$ cat src/rtl/core/xfme_pkg.sv
// ----------------------------------------------------------------------------
// xfme_pkg - shared types and constants of the x86 frame mov encoder
// Byte codes of the emitted instructions, request codes and the frame type
// that carries one encoded instruction between the encoder and the emitter.
// ----------------------------------------------------------------------------
package xfme_pkg;

    // request codes
    localparam logic [2:0] OP_MOV_IMM  = 3'd0;
    localparam logic [2:0] OP_MEM_GEN  = 3'd1;
    localparam logic [2:0] OP_LOAD     = 3'd2;
    localparam logic [2:0] OP_STORE    = 3'd3;
    localparam logic [2:0] OP_MOV_RAX  = 3'd4;

    // prefix and opcode bytes
    localparam logic [7:0] REX_PLAIN   = 8'h40;
    localparam logic [7:0] REX_B       = 8'h41;
    localparam logic [7:0] REX_R       = 8'h44;
    localparam logic [7:0] REX_W       = 8'h48;
    localparam logic [7:0] REX_WB      = 8'h49;
    localparam logic [7:0] REX_WR      = 8'h4C;
    localparam logic [7:0] OPSIZE_PFX  = 8'h66;
    localparam logic [7:0] ESC_0F      = 8'h0F;
    localparam logic [7:0] MOVZX_B     = 8'hB6;
    localparam logic [7:0] MOVZX_W     = 8'hB7;
    localparam logic [7:0] MOV_STORE_B = 8'h88;
    localparam logic [7:0] MOV_STORE   = 8'h89;
    localparam logic [7:0] MOV_LOAD    = 8'h8B;
    localparam logic [7:0] MOV_IMM_OP  = 8'hB8;

    // ModRM bases: [rbp+disp8], [rbp+disp32], register direct
    localparam logic [7:0] MODRM_D8    = 8'h45;
    localparam logic [7:0] MODRM_D32   = 8'h85;
    localparam logic [7:0] MODRM_REG   = 8'hC0;

    localparam int unsigned FRAME_BYTES = 10;
    localparam int unsigned COUNT_W     = 4;

    // largest offset whose negation still fits in disp8
    localparam logic [30:0] DISP8_MAX_OFF = 31'd128;

    typedef struct packed {
        logic [FRAME_BYTES-1:0][7:0] bytes;
        logic [COUNT_W-1:0]          count;
    } frame_t;

endpackage

$ cat src/rtl/core/xfme_encoder.sv
// ----------------------------------------------------------------------------
// xfme_encoder - instruction byte builder
// Turns one registered request into a frame of up to ten code bytes, low
// byte first, and the number of valid bytes.
// ----------------------------------------------------------------------------
module xfme_encoder (
    input  logic [2:0]       op,
    input  logic [3:0]       register_number,
    input  logic [63:0]      immediate,
    input  logic [30:0]      frame_offset,
    input  logic [3:0]       access_size,
    input  logic [7:0]       opcode,
    output xfme_pkg::frame_t frame
);

    logic [2:0]       low;
    logic             hi;
    logic [7:0]       rexw;
    logic [31:0]      neg;
    logic             sd;
    logic [7:0]       modrm;
    logic [3:0][7:0]  head;
    logic [1:0]       hn;
    logic [7:0][7:0]  tail;
    logic [3:0]       tn;
    logic             mem_tail;
    logic [3:0]       idx;

    assign low   = register_number[2:0];
    assign hi    = register_number[3];
    assign rexw  = hi ? xfme_pkg::REX_WR : xfme_pkg::REX_W;
    assign neg   = 32'd0 - {1'b0, frame_offset};
    assign sd    = (frame_offset <= xfme_pkg::DISP8_MAX_OFF);
    assign modrm = (sd ? xfme_pkg::MODRM_D8 : xfme_pkg::MODRM_D32) | {2'b00, low, 3'b000};

    // prefix/opcode head and immediate tail
    always_comb
    begin
        head     = '0;
        hn       = 2'd0;
        tail     = '0;
        tn       = 4'd0;
        mem_tail = 1'b0;
        case (op)
            xfme_pkg::OP_MOV_IMM:
            begin
                if (immediate[63:32] == 32'd0)
                begin
                    if (hi)
                    begin
                        head[0] = xfme_pkg::REX_B;
                        head[1] = xfme_pkg::MOV_IMM_OP + {5'd0, low};
                        hn      = 2'd2;
                    end
                    else
                    begin
                        head[0] = xfme_pkg::MOV_IMM_OP + {5'd0, low};
                        hn      = 2'd1;
                    end
                    tail[3:0] = immediate[31:0];
                    tn        = 4'd4;
                end
                else
                begin
                    head[0] = hi ? xfme_pkg::REX_WB : xfme_pkg::REX_W;
                    head[1] = xfme_pkg::MOV_IMM_OP + {5'd0, low};
                    hn      = 2'd2;
                    tail    = immediate;
                    tn      = 4'd8;
                end
            end
            xfme_pkg::OP_MEM_GEN:
            begin
                head[0]  = rexw;
                head[1]  = opcode;
                hn       = 2'd2;
                mem_tail = 1'b1;
            end
            xfme_pkg::OP_LOAD:
            begin
                mem_tail = 1'b1;
                if (access_size == 4'd1 || access_size == 4'd2)
                begin
                    head[0] = rexw;
                    head[1] = xfme_pkg::ESC_0F;
                    head[2] = (access_size == 4'd1) ? xfme_pkg::MOVZX_B : xfme_pkg::MOVZX_W;
                    hn      = 2'd3;
                end
                else if (access_size == 4'd4)
                begin
                    if (hi)
                    begin
                        head[0] = xfme_pkg::REX_R;
                        head[1] = xfme_pkg::MOV_LOAD;
                        hn      = 2'd2;
                    end
                    else
                    begin
                        head[0] = xfme_pkg::MOV_LOAD;
                        hn      = 2'd1;
                    end
                end
                else
                begin
                    head[0] = rexw;
                    head[1] = xfme_pkg::MOV_LOAD;
                    hn      = 2'd2;
                end
            end
            xfme_pkg::OP_STORE:
            begin
                mem_tail = 1'b1;
                if (access_size == 4'd1)
                begin
                    if (hi || register_number[2])
                    begin
                        head[0] = hi ? xfme_pkg::REX_R : xfme_pkg::REX_PLAIN;
                        head[1] = xfme_pkg::MOV_STORE_B;
                        hn      = 2'd2;
                    end
                    else
                    begin
                        head[0] = xfme_pkg::MOV_STORE_B;
                        hn      = 2'd1;
                    end
                end
                else if (access_size == 4'd2)
                begin
                    head[0] = xfme_pkg::OPSIZE_PFX;
                    if (hi)
                    begin
                        head[1] = xfme_pkg::REX_R;
                        head[2] = xfme_pkg::MOV_STORE;
                        hn      = 2'd3;
                    end
                    else
                    begin
                        head[1] = xfme_pkg::MOV_STORE;
                        hn      = 2'd2;
                    end
                end
                else if (access_size == 4'd4)
                begin
                    if (hi)
                    begin
                        head[0] = xfme_pkg::REX_R;
                        head[1] = xfme_pkg::MOV_STORE;
                        hn      = 2'd2;
                    end
                    else
                    begin
                        head[0] = xfme_pkg::MOV_STORE;
                        hn      = 2'd1;
                    end
                end
                else
                begin
                    head[0] = rexw;
                    head[1] = xfme_pkg::MOV_STORE;
                    hn      = 2'd2;
                end
            end
            xfme_pkg::OP_MOV_RAX:
            begin
                // copy rax into rax encodes to nothing
                if (register_number != 4'd0)
                begin
                    head[0] = hi ? xfme_pkg::REX_WB : xfme_pkg::REX_W;
                    head[1] = xfme_pkg::MOV_STORE;
                    head[2] = xfme_pkg::MODRM_REG | {5'd0, low};
                    hn      = 2'd3;
                end
            end
            default:
            begin
                hn = 2'd0;
            end
        endcase

        // ModRM plus displacement for the rbp-relative forms
        if (mem_tail)
        begin
            tail[0] = modrm;
            if (sd)
            begin
                tail[1] = neg[7:0];
                tn      = 4'd2;
            end
            else
            begin
                tail[4:1] = neg;
                tn        = 4'd5;
            end
        end
    end

    // splice head and tail into the frame
    always_comb
    begin
        idx = 4'd0;
        for (int i = 0; i < xfme_pkg::FRAME_BYTES; i++)
        begin
            idx = 4'(i) - {2'b00, hn};
            if (4'(i) < {2'b00, hn})
                frame.bytes[i] = head[2'(i)];
            else if (idx < 4'd8)
                frame.bytes[i] = tail[idx[2:0]];
            else
                frame.bytes[i] = 8'h00;
        end
        frame.count = {2'b00, hn} + tn;
    end

endmodule

$ cat src/rtl/core/x86_frame_mov_encoder_unit.sv
// ----------------------------------------------------------------------------
// x86_frame_mov_encoder_unit - x86-64 frame move encoder
// Encodes one request per transfer into its machine-code bytes and streams
// them out one byte per cycle, the final byte flagged.
// ----------------------------------------------------------------------------
//
//  channel   handshake          payload
//  -------   ----------------   ---------------------------------------------
//  request   start / busy       op, register_number, immediate, frame_offset,
//                               access_size, opcode
//  result    strobe (no stall)  code_byte, last_byte
//
//  A request transfers on a clock edge with start high and busy low; it lands
//  in the request register, is encoded combinationally from there and loaded
//  into the frame register once that is free, whose first byte then shows.
//  An item has 0 to 10 bytes and occupies the output one byte a cycle, set
//  by the single result port; an item with no bytes only passes through
//  the request register. The next request is taken while the current
//  frame drains, so items stream with no gap between their bytes.
//  Reset clears the request valid flag and the frame byte count; payload
//  registers are not reset. The receiver cannot stall: each byte is
//  presented for exactly one cycle.
//
module x86_frame_mov_encoder_unit (
    input  logic        clk,
    input  logic        rst_n,
    input  logic        start,
    output logic        busy,
    input  logic [2:0]  op,
    input  logic [3:0]  register_number,
    input  logic [63:0] immediate,
    input  logic [30:0] frame_offset,
    input  logic [3:0]  access_size,
    input  logic [7:0]  opcode,
    output logic        strobe,
    output logic [7:0]  code_byte,
    output logic        last_byte
);

    // request register
    logic        req_valid_reg, req_valid_next;
    logic [2:0]  op_reg;
    logic [3:0]  reg_num_reg;
    logic [63:0] imm_reg;
    logic [30:0] offset_reg;
    logic [3:0]  size_reg;
    logic [7:0]  opcode_reg;

    // frame register (shift-out)
    logic [xfme_pkg::FRAME_BYTES-1:0][7:0] bytes_reg, bytes_next;
    logic [xfme_pkg::COUNT_W-1:0]          count_reg, count_next;

    xfme_pkg::frame_t enc_frame;
    logic             accept;
    logic             frame_load;

    // frame register is free when empty or sending its final byte
    assign frame_load = (count_reg <= 4'd1);
    assign busy       = req_valid_reg && !frame_load;
    assign accept     = start && !busy;

    xfme_encoder u_encoder (
        .op              (op_reg),
        .register_number (reg_num_reg),
        .immediate       (imm_reg),
        .frame_offset    (offset_reg),
        .access_size     (size_reg),
        .opcode          (opcode_reg),
        .frame           (enc_frame)
    );

    // hold the request until the frame register takes it
    always_comb
    begin
        if (accept)
            req_valid_next = 1'b1;
        else if (frame_load)
            req_valid_next = 1'b0;
        else
            req_valid_next = req_valid_reg;
    end

    // load a new frame or advance the current one by a byte
    always_comb
    begin
        if (frame_load && req_valid_reg)
        begin
            bytes_next = enc_frame.bytes;
            count_next = enc_frame.count;
        end
        else if (count_reg != 4'd0)
        begin
            bytes_next = {8'h00, bytes_reg[xfme_pkg::FRAME_BYTES-1:1]};
            count_next = count_reg - 4'd1;
        end
        else
        begin
            bytes_next = bytes_reg;
            count_next = count_reg;
        end
    end

    always_ff @(posedge clk or negedge rst_n)
    begin
        if (!rst_n)
        begin
            req_valid_reg <= 1'b0;
            count_reg     <= '0;
        end
        else
        begin
            req_valid_reg <= req_valid_next;
            count_reg     <= count_next;
        end
    end

    always_ff @(posedge clk)
    begin
        if (accept)
        begin
            op_reg      <= op;
            reg_num_reg <= register_number;
            imm_reg     <= immediate;
            offset_reg  <= frame_offset;
            size_reg    <= access_size;
            opcode_reg  <= opcode;
        end
        bytes_reg <= bytes_next;
    end

    assign strobe    = (count_reg != 4'd0);
    assign code_byte = bytes_reg[0];
    assign last_byte = (count_reg == 4'd1);

    // a frame drains without gaps
    a_no_gap: assert property (@(posedge clk) disable iff (!rst_n)
        (strobe && !last_byte) |=> strobe)
        else $error("byte stream broke inside an instruction");

    // busy only with a pending request
    a_busy_pending: assert property (@(posedge clk) disable iff (!rst_n)
        busy |-> req_valid_reg)
        else $error("busy raised with no pending request");

    // a transfer always leaves a pending request
    a_accept_holds: assert property (@(posedge clk) disable iff (!rst_n)
        (start && !busy) |=> req_valid_reg)
        else $error("accepted request lost");

    // the frame never holds more than ten bytes
    a_count_range: assert property (@(posedge clk) disable iff (!rst_n)
        count_reg <= 4'd10)
        else $error("frame byte count out of range");

endmodule

$ cat config.mk
export PLATFORM = sky130hd
export DESIGN_NAME = x86_frame_mov_encoder_unit
export DESIGN_NICKNAME = d
export VERILOG_FILES = /design/src/rtl/core/xfme_pkg.sv /design/src/rtl/core/xfme_encoder.sv /design/src/rtl/core/x86_frame_mov_encoder_unit.sv
export SDC_FILE = /design/constraint.sdc
export NUM_CORES = 1
export LEC_CHECK = 0
export ABC_CLOCK_PERIOD_IN_PS = 6000
export BUFFER_PORTS_ARGS = -buffer_cell sky130_fd_sc_hd__buf_2
export CAP_MARGIN = 20
export CORE_MARGIN = 2
export CORE_UTILIZATION = 49
export CTS_BUF_LIST = sky130_fd_sc_hd__clkbuf_16
export DETAILED_ROUTE_END_ITERATION = 10
export PLACE_DENSITY = 0.77
export REMOVE_ABC_BUFFERS = 1
export SKIP_LAST_GASP = 1
export SLEW_MARGIN = 20
export SYNTH_ARGS = -nofsm -noshare
export SYNTH_HDL_FRONTEND = slang
export SYNTH_SLANG_ARGS = --single-unit
$ cat constraint.sdc
create_clock -name clk -period 6 [get_ports clk]
set_input_delay 0.3 -clock clk [delete_from_list [all_inputs] [get_ports clk]]
set_output_delay 0.3 -clock clk [all_outputs]
set_load 0.01 [all_outputs]
==> results of run 1 <==
kinds of logic (layout without fill, tap and decap cells):
| kind of cell | after synthesis | count (layout) | synth area share |
|---|---|---|---|
| and+or+nand+nor | 269 | 269 | 0.139 |
| AOI/OAI and AO/OA | 235 | 235 | 0.174 |
| DFF | 199 | 199 | 0.592 |
| buffers and inverters | 74 | 192 | 0.0330 |
| muxes | 42 | 42 | 0.0440 |
| xor gates and xnor gates | 12 | 12 | 0.0104 |
| adders and majority gates | 7 | 7 | 0.00871 |
power by group:
part | switching (mW) | leakage [nW] | internal, mW | total, mW
combinational | 1.23 | 1.90 | 0.632 | 1.86
sequential | 0.224 | 2.06 | 2.07 | 2.29
clock | 0.528 | 0.274 | 0.574 | 1.10
total | 1.98 | 4.23 | 3.27 | 5.25
per-stage QoR:
stage / utilization / hold slack, ns / total power, mW / cells / setup WS [ns]
CTS: 0.568 / 0.0171 / 5.21 / 1226 / 1.44
finish: 0.569 / 0.0193 / 5.25 / 1226 / 1.35
floorplan: - / 0.00441 / 3.47 / 778 / 0.634
global route: 0.569 / 0.0182 / 5.48 / 1226 / 1.12
global placement: 0.540 / 0.124 / 4.10 / 1193 / 1.57
detailed placement: 0.540 / 0.122 / 4.12 / 1193 / 1.46
final timing paths:
kind / startpoint / endpoint / slack [ns] / depth (start not counted)
min in group asynchronous: rst_n / req_valid_reg$_DFFE_PN0P_ / 0.20 / 2
max in group asynchronous: rst_n / count_reg[2]$_DFFE_PN0P_ / 5.67 / 2
hold reg to reg: bytes_reg[48]$_DFFE_PP_ / bytes_reg[40]$_DFFE_PP_ / 0.50 / 2
setup reg to reg: imm_reg[33]$_DFFE_PP_ / bytes_reg[55]$_DFFE_PP_ / 1.35 / 13
hold / removal: immediate[25] / imm_reg[25]$_DFFE_PP_ / 0.02 / 1
setup / recovery: imm_reg[33]$_DFFE_PP_ / bytes_reg[55]$_DFFE_PP_ / 1.35 / 13
cell type report:
class                      instances  area [sq um]
clock buffer                      17           425
clock inverter                    15           129
fill                            1680          8700
inverter                          14          52.6
multi-input combinational        565          3790
sequential                       199          5950
tap                              270           338
timing repair buffer             146           781
cell usage in the layout, fill, tap and decap left out, drive strengths merged, types with 10 or more instances in the layout:
cell type  synthesis  routed
or3               10      10
mux2i             30      30
a32oi             10      10
edfxtp           194     194
o211ai            12      12
nor2              51      51
clkbuf            39      17
a22o              24      24
o31a              10      10
o21ai             51      51
nand2             89      89
inv               13      19
buf               21     145
a21oi             24      24
nand4             11      11
mux2              12      12
a22oi             18      18
nor4              27      27
and3              13      13
nor3              11      11
nand3             16      16
layer usage:
| metal | vias to the layer above | GRT usage | routed length (um) |
|---|---|---|---|
| met1 | 3727 | 0.342 | 10800 |
| li1 | 3537 | - | - |
| met4 | 0 | 0.0995 | 856 |
| met5 | - | 0 | 0 |
| met3 | 56 | 0.0494 | 2600 |
| met2 | 461 | 0.392 | 12600 |
==> flow_summary.yaml, run 1 <==
drt:
  dr.pass1.iters: 6
  drt_iter0_drc: 1102
  via_per_inst: 6.35
  drt-total-wl_mm: 26.9
  antenna_left: 0
  drc: 0
  vias: 7781
  wl_per_cell_um: 21.9
clock_tree:
  cts_setup_buffers: 0
  cts_buffers: 17
  cts_resized: 0
  cts.reportedPaths.clkPinSlew_ns: 0.08
  cts_sinks: 199
  cts.path.max_buffers: 2
  hold_buffers: 1
  cts_htree_levels: 4
  clockRootBuffer: "clkbuf_16"
  cts_tree: "done"
  clk_latency_ns: 0.45
sta:
  setup_violations: 0
  slew_violations: 0
  fmax_mhz: 215
  rsz0062_at_grt: "false"
  final.min_clock_period_ns: 4.65
  finalHoldViolCount: 0
  fin_crit_sh: 0.775
  worst_pin_slew_ns: 1.26
  fin_skew_ns: 0.0127
  relSlewSlack: 0.150
  final.setup.tns_ns: 0
run:
  cap_violations: 0
critical_path:
  path_common_cell: "nor4_1"
  path_class: "flip-flop to flip-flop"
  cp_slowest_stage_delay_ns: 0.54
  cp_max_fo: 26
  cp.buffers_inverters: 4
  critPathTopFamily: "simple AND/OR/NAND/NOR gates"
  endpoint_kind: "flip-flop"
  cp_slowest_cell: "nor4_1"
  arrival_ns: 4.85
  worstSetupStartpointType: "flip-flop"
  crit_required_ns: 6.20
  crit_chain: "nor4_1, nand4_1, nor4_1, nor3_2, buf_4, inv_2, ha_1, inv_2, nor4_1, buf_4, a221o_1, o211ai_1, o21ai_1"
pwr:
  p_per_area_nw_per_um2: 458
  ir_drop_mv: 0.227
  p_leak_nw: 4.23
floorplan:
  std_cell_rows: 52
  initial_core_util: 0.499
  die-area_sq_um: 21700
  ioPinCount: 128
  die_x_um: 147
  die_h_um: 147
  core_sq_um: 20200
global_route:
  grt_max_degree: 83
  grt_pass1_wl_mm: 41.2
  antenna_found_initial: 0
  grt_overflow: 0
  grt_pass1_vias: 7299
  track_usage: 0.249
final_layout:
  diodes: 0
  final_cell_area_sq_um: 11500
  layout-drive-gt1-share: 0.222
  largest_reg_flops: 72
  nets: 1067
  syn_to_final_growth_pct: 14.0
placement:
  place.gp.congestion: 0.932
  post_dp_cell_area_sq_um: 10900
  dp_hpwl_mm: 19.0
  port_buffers: 127
yosys:
  yosys.area.top_type: "edfxtp_1"
  ys_top_cells_by_count: "edfxtp_1, nand2_1, nor2_1"
  synth.distinct_cells: 79
  synthTopCellsByArea: "edfxtp_1, nand2_1, mux2i_1"
  synth_edf_count: 194
  synth_top_area_share: 0.579
  yosys_warnings: 0
  syn_area_sq_um: 10100
  synthArstFlopShare: 0.0251
  yosysSeqAreaShare: 0.592
  synthCells: 838
  synth.avg_cell_area_sq_um: 12.0
  synth.most_common_cell: "edfxtp_1"
  ys_ff_latch: 199
  ys.flop_type: "edfxtp_1"
min_path:
  hold_path_class: "input pin to flip-flop"
run_status:
  outcome: "completed"
Power figures use the tool's default switching activity.
==> run 2, diff against run 1 <==
--- a/config.mk
+++ b/config.mk
@@ -5,7 +5,7 @@
 export SDC_FILE = /design/constraint.sdc
 export NUM_CORES = 1
 export LEC_CHECK = 0
-export ABC_CLOCK_PERIOD_IN_PS = 6000
+export ABC_CLOCK_PERIOD_IN_PS = 4300
 export BUFFER_PORTS_ARGS = -buffer_cell sky130_fd_sc_hd__buf_2
 export CAP_MARGIN = 20
 export CORE_MARGIN = 2
==> constraint.sdc (replaced) <==
create_clock -name clk -period 4.3 [get_ports clk]
set_input_delay 0.215 -clock clk [delete_from_list [all_inputs] [get_ports clk]]
set_output_delay 0.215 -clock clk [all_outputs]
set_load 0.01 [all_outputs]
==> flow_summary.yaml, run 2 (synthesized netlist as in run 1, its figures left out) <==
global_route:
  grt_overflow: 0
  grt_max_degree: 96
  track_usage: 0.281
  antenna_found_initial: 0
  grt_pass1_vias: 8283
  grt_pass1_wl_mm: 46.4
pwr:
  finalPower_mw: 7.54
  p_per_area_nw_per_um2: 592
  ir_drop_mv: 0.361
  p_leak_nw: 4.79
critical_path:
  endpoint_kind: "flip-flop"
  cp.buffers_inverters: 1
  worstSetupStartpointType: "flip-flop"
  cp_slowest_cell: "or4_1"
  path_class: "flip-flop to flip-flop"
  crit_required_ns: 4.48
  crit_chain: "inv_1, ha_1, nor3b_2, a21boi_1, or4_1, a32oi_1, mux2i_1, mux2_4, a221o_1"
  arrival_ns: 3.94
  critPathTopFamily: "simple AND/OR/NAND/NOR gates"
  cp_slowest_stage_delay_ns: 0.84
  cp_max_fo: 15
final_layout:
  nFillCells: 1530
  layout_commonest_cell: "edfxtp_1"
  seqCellArea_sq_um: 5950
  diodes: 0
  layout-drive-gt1-share: 0.211
  largest_reg_flops: 72
  final_cell_mix: "edfxtp_1, buf_2, dlygate4sd3_1"
  nets: 1199
  syn_to_final_growth_pct: 26.7
  final_cell_area_sq_um: 12700
  multi_input_area_sq_um: 3790
placement:
  place.gp.congestion: 0.999
  port_buffers: 127
  post_dp_cell_area_sq_um: 11000
  preCtsSetupSlack_ns: 0.659
  dp_hpwl_mm: 20.0
clock_tree:
  cts_resized: 0
  clockRootBuffer: "clkbuf_16"
  cts.reportedPaths.clkPinSlew_ns: 0.07
  cts_htree_levels: 4
  cts_setup_buffers: 0
  cts_sinks: 199
  cts_tree: "done"
  cts.path.max_buffers: 2
  cts_buffers: 17
  clk_latency_ns: 0.44
sta:
  final.min_clock_period_ns: 3.75
  fmax_mhz: 266
  fin_crit_sh: 0.873
  slew_violations: 0
  finalHoldViolCount: 0
  final.setup.tns_ns: 0
  worst_pin_slew_ns: 0.831
  timing.final.ws_setup_ns: 0.546
  relSlewSlack: 0.439
  rsz0062_at_grt: "false"
  setup_violations: 0
  fin_skew_ns: 0.0136
drt:
  wl_per_cell_um: 22.5
  antenna_left: 0
  via_per_inst: 6.31
  drt-total-wl_mm: 30.5
  dr.pass1.iters: 6
  vias: 8550
  drt_iter0_drc: 1153
  drc: 0
run:
  cap_violations: 0
floorplan:
  std_cell_rows: 52
  die-area_sq_um: 21700
  initial_core_util: 0.499
  ioPinCount: 128
  die_h_um: 147
  die_x_um: 147
  core_sq_um: 20200
min_path:
  hold_path_class: "input pin to async pin"
run_status:
  outcome: "completed"
## run 2: cell types whose count changed in the layout (fill, tap and decap cells not counted)
cell	before	now
clkinv_1	3	2
nor2b_2	0	1
buf_4	18	33
buf_12	0	2
clkinv_4	3	2
inv_8	1	0
inv_1	12	11
nor2b_4	1	0
dlygate4sd3_1	1	116
clkinv_2	1	4
clkinvlp_4	2	1
## run 2: timing repair
item                                   CTS  global route
hold buffers                           116             0
setup endpoints to repair                0             0
endpoints found under the hold margin  120             0
## run 2: final cells by class
cell class	instances	area share
clock buffers	17	0.0334
clock inverters	13	0.00854
inverters	14	0.00412
multi-input cells	565	0.297
flip-flops and latches	199	0.467
well taps	270	0.0265
repair buffers	278	0.164
## run 2: power breakdown
part	switching, mW	leakage [nW]	internal [mW]	total (mW)
clock network	0.712	0.268	0.791	1.50
registers	0.332	2.06	2.88	3.22
logic	1.80	2.46	1.02	2.82
total	2.85	4.79	4.70	7.54
## run 2: worst reg2reg max path: stages, from the launching register on
cell,delay [ns]
edfxtp_1,0.47
inv_1,0.13
ha_1,0.20
nor3b_2,0.46
a21boi_1,0.21
or4_1,0.84
a32oi_1,0.35
mux2i_1,0.21
mux2_4,0.32
a221o_1,0.32
## run 2: path summary, 6_finish.rpt
path                                               from                       end  slack [ns]  cells past startpoint
worst max-delay path            offset_reg[0]$_DFFE_PP_   bytes_reg[51]$_DFFE_PP_        0.55                      9
worst min-delay path                              rst_n  count_reg[1]$_DFFE_PN0P_        0.13                      2
worst max register to register  offset_reg[0]$_DFFE_PP_   bytes_reg[51]$_DFFE_PP_        0.55                      9
worst min register to register  bytes_reg[48]$_DFFE_PP_   bytes_reg[40]$_DFFE_PP_        0.52                      2
max in group asynchronous                         rst_n  count_reg[0]$_DFFE_PN0P_        4.04                      2
min in group clk                          immediate[49]     imm_reg[49]$_DFFE_PP_        0.49                      2
## run 2: stage by stage
step	hold slack, ns	std cells	util
6_report	0.126	1356	0.632
5_1_grt	0.125	1356	0.632
4_1_cts	0.125	1356	0.632
3_5_place_dp	0.0372	1210	0.548
3_3_place_gp	0.0377	1210	0.548
2_1_floorplan	-0.0806	778	-
## run 2: layer usage
metal  part of all wire  track usage
met5                  0            0
met2               0.49        0.464
met4              0.033        0.109
met1               0.38        0.365
met3               0.10       0.0615
